`src/rtl/tlptw_pkg.sv`:
```
// Shared types, codes and defaults for the three-level page table walker.
`timescale 1ns / 1ps

package tlptw_pkg;

  localparam int unsigned MAX_TABLES_DEF = 16;
  localparam int unsigned ENTRIES_PER_TABLE = 8;

  localparam logic [1:0] ACT_TAG   = 2'd0;
  localparam logic [1:0] ACT_ENTRY = 2'd1;
  localparam logic [1:0] ACT_XLATE = 2'd2;

  localparam logic [1:0] KIND_READ  = 2'd0;
  localparam logic [1:0] KIND_WRITE = 2'd1;
  localparam logic [1:0] KIND_EXEC  = 2'd2;

  localparam logic [2:0] STAT_OK      = 3'd0;
  localparam logic [2:0] STAT_BOUNDS  = 3'd1;
  localparam logic [2:0] STAT_MISSING = 3'd2;
  localparam logic [2:0] STAT_INVALID = 3'd3;
  localparam logic [2:0] STAT_ILLEGAL = 3'd4;

  localparam int unsigned BIT_VALID = 4;
  localparam int unsigned BIT_R     = 3;
  localparam int unsigned BIT_W     = 2;
  localparam int unsigned BIT_X     = 1;

  typedef struct packed {
    logic [1:0]  action;
    logic [3:0]  table_slot;
    logic [2:0]  entry_index;
    logic [19:0] write_value;
    logic [1:0]  access_kind;
    logic [15:0] virt_addr;
  } in_t;

  typedef struct packed {
    logic [2:0]  status;
    logic [1:0]  fault_level;
    logic [2:0]  fault_index;
    logic [14:0] fault_frame;
    logic [14:0] leaf_frame;
    logic [2:0]  access_rights;
    logic [19:0] phys_addr;
  } out_t;

  typedef struct packed {
    logic        tag_we;
    logic        ent_we;
    logic [3:0]  slot;
    logic [2:0]  index;
    logic [19:0] value;
  } wr_t;

endpackage

```
`src/rtl/tlptw_store.sv`:
```
// Tag and entry memories of the walker, one write port and registered reads.
`timescale 1ns / 1ps

module tlptw_store #(
  parameter int unsigned MAX_TABLES = tlptw_pkg::MAX_TABLES_DEF,
  parameter int unsigned SLOT_W     = (MAX_TABLES > 1) ? $clog2(MAX_TABLES) : 1
) (
  input  logic                clk_i,
  input  tlptw_pkg::wr_t      wr_i,
  input  logic [SLOT_W-1:0]   tag_raddr_i,
  input  logic [SLOT_W+2:0]   ent_raddr_i,
  output logic [14:0]         tag_rdata_o,
  output logic [19:0]         ent_rdata_o
);

  localparam int unsigned ENT_DEPTH = MAX_TABLES * tlptw_pkg::ENTRIES_PER_TABLE;

  logic [14:0] tag_mem [MAX_TABLES];
  logic [19:0] ent_mem [ENT_DEPTH];

  logic [8:0]        slot_ext;
  logic              in_range;
  logic [SLOT_W-1:0] wslot;

  assign slot_ext = 9'(wr_i.slot);
  assign in_range = slot_ext < 9'(MAX_TABLES);
  assign wslot    = slot_ext[SLOT_W-1:0];

  always_ff @(posedge clk_i) begin
    if (wr_i.tag_we && in_range) begin
      tag_mem[wslot] <= wr_i.value[14:0];
    end
    if (wr_i.ent_we && in_range) begin
      ent_mem[{wslot, wr_i.index}] <= wr_i.value;
    end
    tag_rdata_o <= tag_mem[tag_raddr_i];
    ent_rdata_o <= ent_mem[ent_raddr_i];
  end

endmodule

```
`src/rtl/three_level_page_table_walker.sv`:
```
// Top level: three-level page table walker with tag search sequencer.
//
//   channel | direction | handshake         | word
//   in      | input     | in_valid/in_stall | tlptw_pkg::in_t
//   out     | output    | out_valid/stall   | tlptw_pkg::out_t
//   cfg     | input     | valid/ready       | tables_in_use, 5 bits
//
// A translate in range walks three levels; each level scans slot tags one per
// cycle through the tag memory read port until a tag matches the frame, or
// reports a missing table once all slots below the limit are read, then the
// result word goes to the output register. Reset clears the sequencer and
// tables_in_use; memory contents are kept. The input stalls while a walk
// runs or its word waits.
`timescale 1ns / 1ps

module three_level_page_table_walker #(
  parameter int unsigned MAX_TABLES = tlptw_pkg::MAX_TABLES_DEF
) (
  input  logic            clk_i,
  input  logic            rst_ni,
  input  logic            in_valid_i,
  output logic            in_stall_o,
  input  tlptw_pkg::in_t  in_data_i,
  output logic            out_valid_o,
  input  logic            out_stall_i,
  output tlptw_pkg::out_t out_data_o,
  input  logic            cfg_valid_i,
  output logic            cfg_ready_o,
  input  logic [4:0]      cfg_data_i
);

  localparam int unsigned SLOT_W = (MAX_TABLES > 1) ? $clog2(MAX_TABLES) : 1;
  localparam int unsigned CNT_W  = $clog2(MAX_TABLES + 1);

  localparam logic [1:0] S_IDLE   = 2'd0;
  localparam logic [1:0] S_SEARCH = 2'd1;
  localparam logic [1:0] S_ENTRY  = 2'd2;
  localparam logic [1:0] S_DONE   = 2'd3;

  logic [1:0]        state_q, state_d;
  logic [CNT_W-1:0]  cnt_q, cnt_d;
  logic              pend_q, pend_d;
  logic [SLOT_W-1:0] pslot_q, pslot_d;
  logic [1:0]        lvl_q, lvl_d;
  logic [4:0]        tiu_q;
  logic              out_valid_q, out_valid_d;

  logic [14:0]       frame_q, frame_d;
  logic [8:0]        page_q, page_d;
  logic [4:0]        ofs_q, ofs_d;
  logic [1:0]        kind_q, kind_d;
  tlptw_pkg::out_t   res_q, res_d;
  tlptw_pkg::out_t   out_q;

  logic              in_acc, load_out, issue, match, denied;
  logic [2:0]        cur_idx;
  logic [8:0]        cfg_ext, lim9;
  logic [CNT_W-1:0]  lim;
  logic [14:0]       tag_rdata;
  logic [19:0]       ent;
  tlptw_pkg::wr_t    wr;

  assign in_stall_o  = state_q != S_IDLE;
  assign in_acc      = in_valid_i && !in_stall_o;
  assign cfg_ready_o = 1'b1;
  assign out_valid_o = out_valid_q;
  assign out_data_o  = out_q;

  assign wr.tag_we = in_acc && in_data_i.action == tlptw_pkg::ACT_TAG;
  assign wr.ent_we = in_acc && in_data_i.action == tlptw_pkg::ACT_ENTRY;
  assign wr.slot   = in_data_i.table_slot;
  assign wr.index  = in_data_i.entry_index;
  assign wr.value  = in_data_i.write_value;

  assign cfg_ext = 9'(tiu_q);
  assign lim9    = (cfg_ext < 9'(MAX_TABLES)) ? cfg_ext : 9'(MAX_TABLES);
  assign lim     = lim9[CNT_W-1:0];

  always_comb begin
    case (lvl_q)
      2'd0:    cur_idx = page_q[8:6];
      2'd1:    cur_idx = page_q[5:3];
      default: cur_idx = page_q[2:0];
    endcase
  end

  tlptw_store #(
    .MAX_TABLES (MAX_TABLES),
    .SLOT_W     (SLOT_W)
  ) u_store (
    .clk_i       (clk_i),
    .wr_i        (wr),
    .tag_raddr_i (cnt_q[SLOT_W-1:0]),
    .ent_raddr_i ({pslot_q, cur_idx}),
    .tag_rdata_o (tag_rdata),
    .ent_rdata_o (ent)
  );

  assign issue  = cnt_q < lim;
  assign match  = pend_q && tag_rdata == frame_q;
  assign denied = (kind_q == tlptw_pkg::KIND_READ  && !ent[tlptw_pkg::BIT_R]) ||
                  (kind_q == tlptw_pkg::KIND_WRITE && !ent[tlptw_pkg::BIT_W]) ||
                  (kind_q == tlptw_pkg::KIND_EXEC  && !ent[tlptw_pkg::BIT_X]);
  assign load_out = state_q == S_DONE && (!out_valid_q || !out_stall_i);
  assign out_valid_d = load_out || (out_valid_q && out_stall_i);

  always_comb begin
    state_d = state_q;
    cnt_d   = cnt_q;
    pend_d  = pend_q;
    pslot_d = pslot_q;
    lvl_d   = lvl_q;
    frame_d = frame_q;
    page_d  = page_q;
    ofs_d   = ofs_q;
    kind_d  = kind_q;
    res_d   = res_q;
    case (state_q)
      S_IDLE: begin
        if (in_acc && in_data_i.action == tlptw_pkg::ACT_XLATE) begin
          page_d  = in_data_i.virt_addr[13:5];
          ofs_d   = in_data_i.virt_addr[4:0];
          kind_d  = in_data_i.access_kind;
          frame_d = '0;
          lvl_d   = '0;
          cnt_d   = '0;
          pend_d  = 1'b0;
          res_d   = '0;
          if (in_data_i.virt_addr[15:14] != 2'b00) begin
            res_d.status = tlptw_pkg::STAT_BOUNDS;
            state_d      = S_DONE;
          end else begin
            state_d = S_SEARCH;
          end
        end
      end
      S_SEARCH: begin
        if (match) begin
          pend_d  = 1'b0;
          state_d = S_ENTRY;
        end else if (!pend_q && !issue) begin
          res_d.status      = tlptw_pkg::STAT_MISSING;
          res_d.fault_level = lvl_q;
          res_d.fault_frame = frame_q;
          state_d           = S_DONE;
        end else begin
          pend_d  = issue;
          pslot_d = cnt_q[SLOT_W-1:0];
          if (issue) begin
            cnt_d = cnt_q + CNT_W'(1);
          end
        end
      end
      S_ENTRY: begin
        if (!ent[tlptw_pkg::BIT_VALID]) begin
          res_d.status      = tlptw_pkg::STAT_INVALID;
          res_d.fault_level = lvl_q;
          res_d.fault_index = cur_idx;
          res_d.fault_frame = frame_q;
          state_d           = S_DONE;
        end else if (lvl_q != 2'd2) begin
          frame_d = ent[19:5];
          lvl_d   = lvl_q + 2'd1;
          cnt_d   = '0;
          pend_d  = 1'b0;
          state_d = S_SEARCH;
        end else begin
          res_d.leaf_frame    = ent[19:5];
          res_d.access_rights = ent[3:1];
          if (denied) begin
            res_d.status      = tlptw_pkg::STAT_ILLEGAL;
            res_d.fault_level = 2'd2;
            res_d.fault_index = cur_idx;
            res_d.fault_frame = frame_q;
          end else begin
            res_d.status    = tlptw_pkg::STAT_OK;
            res_d.phys_addr = {ent[19:5], ofs_q};
          end
          state_d = S_DONE;
        end
      end
      S_DONE: begin
        if (load_out) begin
          state_d = S_IDLE;
        end
      end
      default: state_d = S_IDLE;
    endcase
  end

  always_ff @(posedge clk_i or negedge rst_ni) begin
    if (!rst_ni) begin
      state_q     <= S_IDLE;
      cnt_q       <= '0;
      pend_q      <= 1'b0;
      pslot_q     <= '0;
      lvl_q       <= '0;
      tiu_q       <= '0;
      out_valid_q <= 1'b0;
    end else begin
      state_q     <= state_d;
      cnt_q       <= cnt_d;
      pend_q      <= pend_d;
      pslot_q     <= pslot_d;
      lvl_q       <= lvl_d;
      out_valid_q <= out_valid_d;
      if (cfg_valid_i && cfg_ready_o) begin
        tiu_q <= cfg_data_i;
      end
    end
  end

  always_ff @(posedge clk_i) begin
    frame_q <= frame_d;
    page_q  <= page_d;
    ofs_q   <= ofs_d;
    kind_q  <= kind_d;
    res_q   <= res_d;
    if (load_out) begin
      out_q <= res_q;
    end
  end

endmodule

```
`config.mk`:
```
export PLATFORM = sky130hd
export DESIGN_NAME = three_level_page_table_walker
export DESIGN_NICKNAME = d
export VERILOG_FILES = /design/src/rtl/tlptw_pkg.sv /design/src/rtl/tlptw_store.sv /design/src/rtl/three_level_page_table_walker.sv
export SDC_FILE = /design/constraint.sdc
export NUM_CORES = 2
export LEC_CHECK = 0
export ABC_AREA = 1
export BUFFER_PORTS_ARGS = -buffer_cell sky130_fd_sc_hd__buf_2
export CORE_ASPECT_RATIO = 1.75
export CORE_MARGIN = 2
export CORE_UTILIZATION = 61
export CTS_CLUSTER_DIAMETER = 120
export DETAILED_ROUTE_END_ITERATION = 8
export GPL_TIMING_DRIVEN = 0
export PLACE_DENSITY = 0.85
export SETUP_SLACK_MARGIN = 0.3
export SYNTH_ARGS = -nofsm -noshare
export SYNTH_HDL_FRONTEND = slang
export SYNTH_HIERARCHICAL = 1
export SYNTH_SLANG_ARGS = --single-unit
export TNS_END_PERCENT = 20
```
`constraint.sdc`:
```
create_clock -name clk_i -period 11.8 [get_ports clk_i]
set_input_delay 0 -clock clk_i [delete_from_list [all_inputs] [get_ports clk_i]]
set_output_delay 0 -clock clk_i [all_outputs]
set_load 0.005 [all_outputs]
```
==> metrics.md <==
| Metric | Value |
|---|---|
| Post-Syn Area | 114000 um^2 |
| Slew HR | -0.117 |
| Height of the die | 577 um |
| TritonCTS clock tree | done |
| FP Rows | 210 |
| Die X | 331 um |
| Leak | 45.9 nW |
| Drc violations | 7 |
| CORE AREA | 187000 um^2 |
| Clk root buf | clkbuf_16 |
| Via count | 84503 |
| CP arrival | 6.83 ns |
| 1st-pass router iterations | 9 |
| Post-cts resize count | 0 |
| Final hold vios | 0 |
| Final min period | 6.06 ns |
| Hold crit path type | primary input to register |
| FMAX | 0.165 GHz |
| Initial Util | 0.613 |
| Clock transition at path regs | 0.07 ns |
| Dpl cells | 11917 |
| Commonest cells after routing, fill and taps aside | 2825 x edfxtp_1, 2624 x nand2_1, 2425 x nand3_1 |
| Initial antenna violation count | 31 |
| TritonCTS Buffers | 241 |
| DR vias/cell | 6.78 |
| HPWL after DPL | 288000 um |
| Clock buffer depth | 4 |
| Slew Viols, Final | 22 |
| Worst VDD drop | 0.000148 V |
| Setup Skew | 0.0446 ns |
| CP Class | register to register |
| Worst Tran Pin Value | 1.67 ns |
| Antenna Violating Nets Remaining | 0 |
| Area Overhead vs Synth | 13.3% |
| RePlAce Congestion | 1.04 |
| # setup viols final | 0 |
| Startpoint Class | register |
| WL per Instance | 33.7 um |
| Total congestion overflow | 0 |
| Final Total Pwr | 29.3 mW |
| Initial drt markers | 13767 |
| Commonest non-fill, non-tap cell in the layout | edfxtp_1 |
| Largest net degree at the start of global routing | 121 |
| Max-cap violations | 2 |
| Failing checks | design-rule violations, max-capacitance violations, max-slew violations |
| Hold buffer count at cts | 78 |
| Core Util, Final | 0.695 |
| Fin Setup TNS | 0 ns |
| Worst hold slack | 0.0345 ns |
| CP required | 12.57 ns |
| All-layer global routing usage | 0.436 |
| Vias in the first global route | 81777 |
| Mapped Nets | 9297 |
| CP max FO | 10 |
| Port bufs | 119 |
| Top Ports | 121 |
| Synthesized area per cell | 12.4 um^2 |
| Final Net Count | 9870 |
| RSZ-0062 raised after global routing | no |
| Share of layout cells above drive strength 1 | 0.114 |
| Full die area | 191000 um^2 |
| Yosys Warn Count | 6 |
| Syn Inst Count | 9228 |
| CP Capture Type | register |
| Clock net sink count | 2879 |
| Htree depth | 4 |
| Post-CTS Setup Bufs | 0 |
| PwrDens | 226 nW/um^2 |
| Outcome | finished with violations |
| Routed WL | 420000 um |
| Period utilization | 0.514 |
| Final Instance Count excl. Fillers | 12457 |
| Worst-Skew Late Latency | 0.93 ns |
| First-pass GRT wire length | 582000 um |
[registers in the layout, summed over array words and instances (netlist names)]
register / flops
u_store/ent_rdata_o: 19
pend_q: 1
page_q: 9
out_valid_o: 1
state_q: 2
u_store/ent_mem: 2432
u_store/tag_mem: 240
out_data_o: 61
lvl_q: 2
cnt_q: 5
ofs_q: 5
tiu_q: 5
res_q: 61
u_store/tag_rdata_o: 15
frame_q: 15
pslot_q: 4
kind_q: 2
[critical path, cell delays in order, from the launching register on]
cell     delay, ns
dfrtp_1       0.39
inv_1         0.09
ha_1          0.25
a22o_1        0.24
inv_1         0.08
nand2_1       0.19
inv_2         0.53
buf_2         0.50
buf_1         1.26
nand3_1       0.31
nand3_1       0.18
nand3_1       0.10
nand3_1       0.10
nand3_1       0.74
nand3_1       0.72
nand2_1       0.18
[worst paths after layout]
path                       slack [ns]  cells after the start                         endpoint                    start
max                              5.74                     15  u_store/ent_rdata_o[14]$_DFF_P_     lvl_q[1]$_DFFE_PN0P_
min                              0.03                      2  u_store/tag_mem[9][3]$_DFFE_PP_            in_data_i[21]
max reg2reg                      5.74                     15  u_store/ent_rdata_o[14]$_DFF_P_     lvl_q[1]$_DFFE_PN0P_
min reg2reg                      0.41                      0         out_data_o[25]$_DFFE_PP_  res_q[25]$_SDFFCE_PN0P_
max in group asynchronous       11.50                      4             lvl_q[1]$_DFFE_PN0P_                   rst_ni
min in group asynchronous        0.14                      4           pslot_q[3]$_DFFE_PN0P_                   rst_ni
[cell type report]
cell class	instances	area, um^2
diodes	24	60.1
plain buffers	620	2820
clock buffers	292	6330
clock inverters	145	1370
fillers	12151	56900
inverters	174	653
multi-input cells	5555	25400
flip-flops and latches	2879	86000
well taps	2438	3050
repair buffers	330	3910
[report_power, final]
group          internal, mW  leakage, nW  switching [mW]
combinational          2.10         16.2            7.55
sequential             11.6         26.0           0.124
clock                  4.35         3.75            3.62
[routing by layer]
metal / vias up / track usage / wire length (um)
met5: - / 0 / 147
met4: 22 / 0.459 / 56500
met3: 2702 / 0.126 / 52200
met2: 7908 / 0.706 / 196000
met1: 39787 / 0.436 / 115000
li1: 34084 / - / -
[through the flow]
step / instance area (um^2) / setup slack [ns]
finish: 130000 / 5.74
global placement: 118000 / 5.99
CTS: 130000 / 6.70
floorplan: 114000 / 7.68
global route: 130000 / 6.03
detailed placement: 121000 / 6.75
Note: power is estimated with default switching activity, not from simulation.
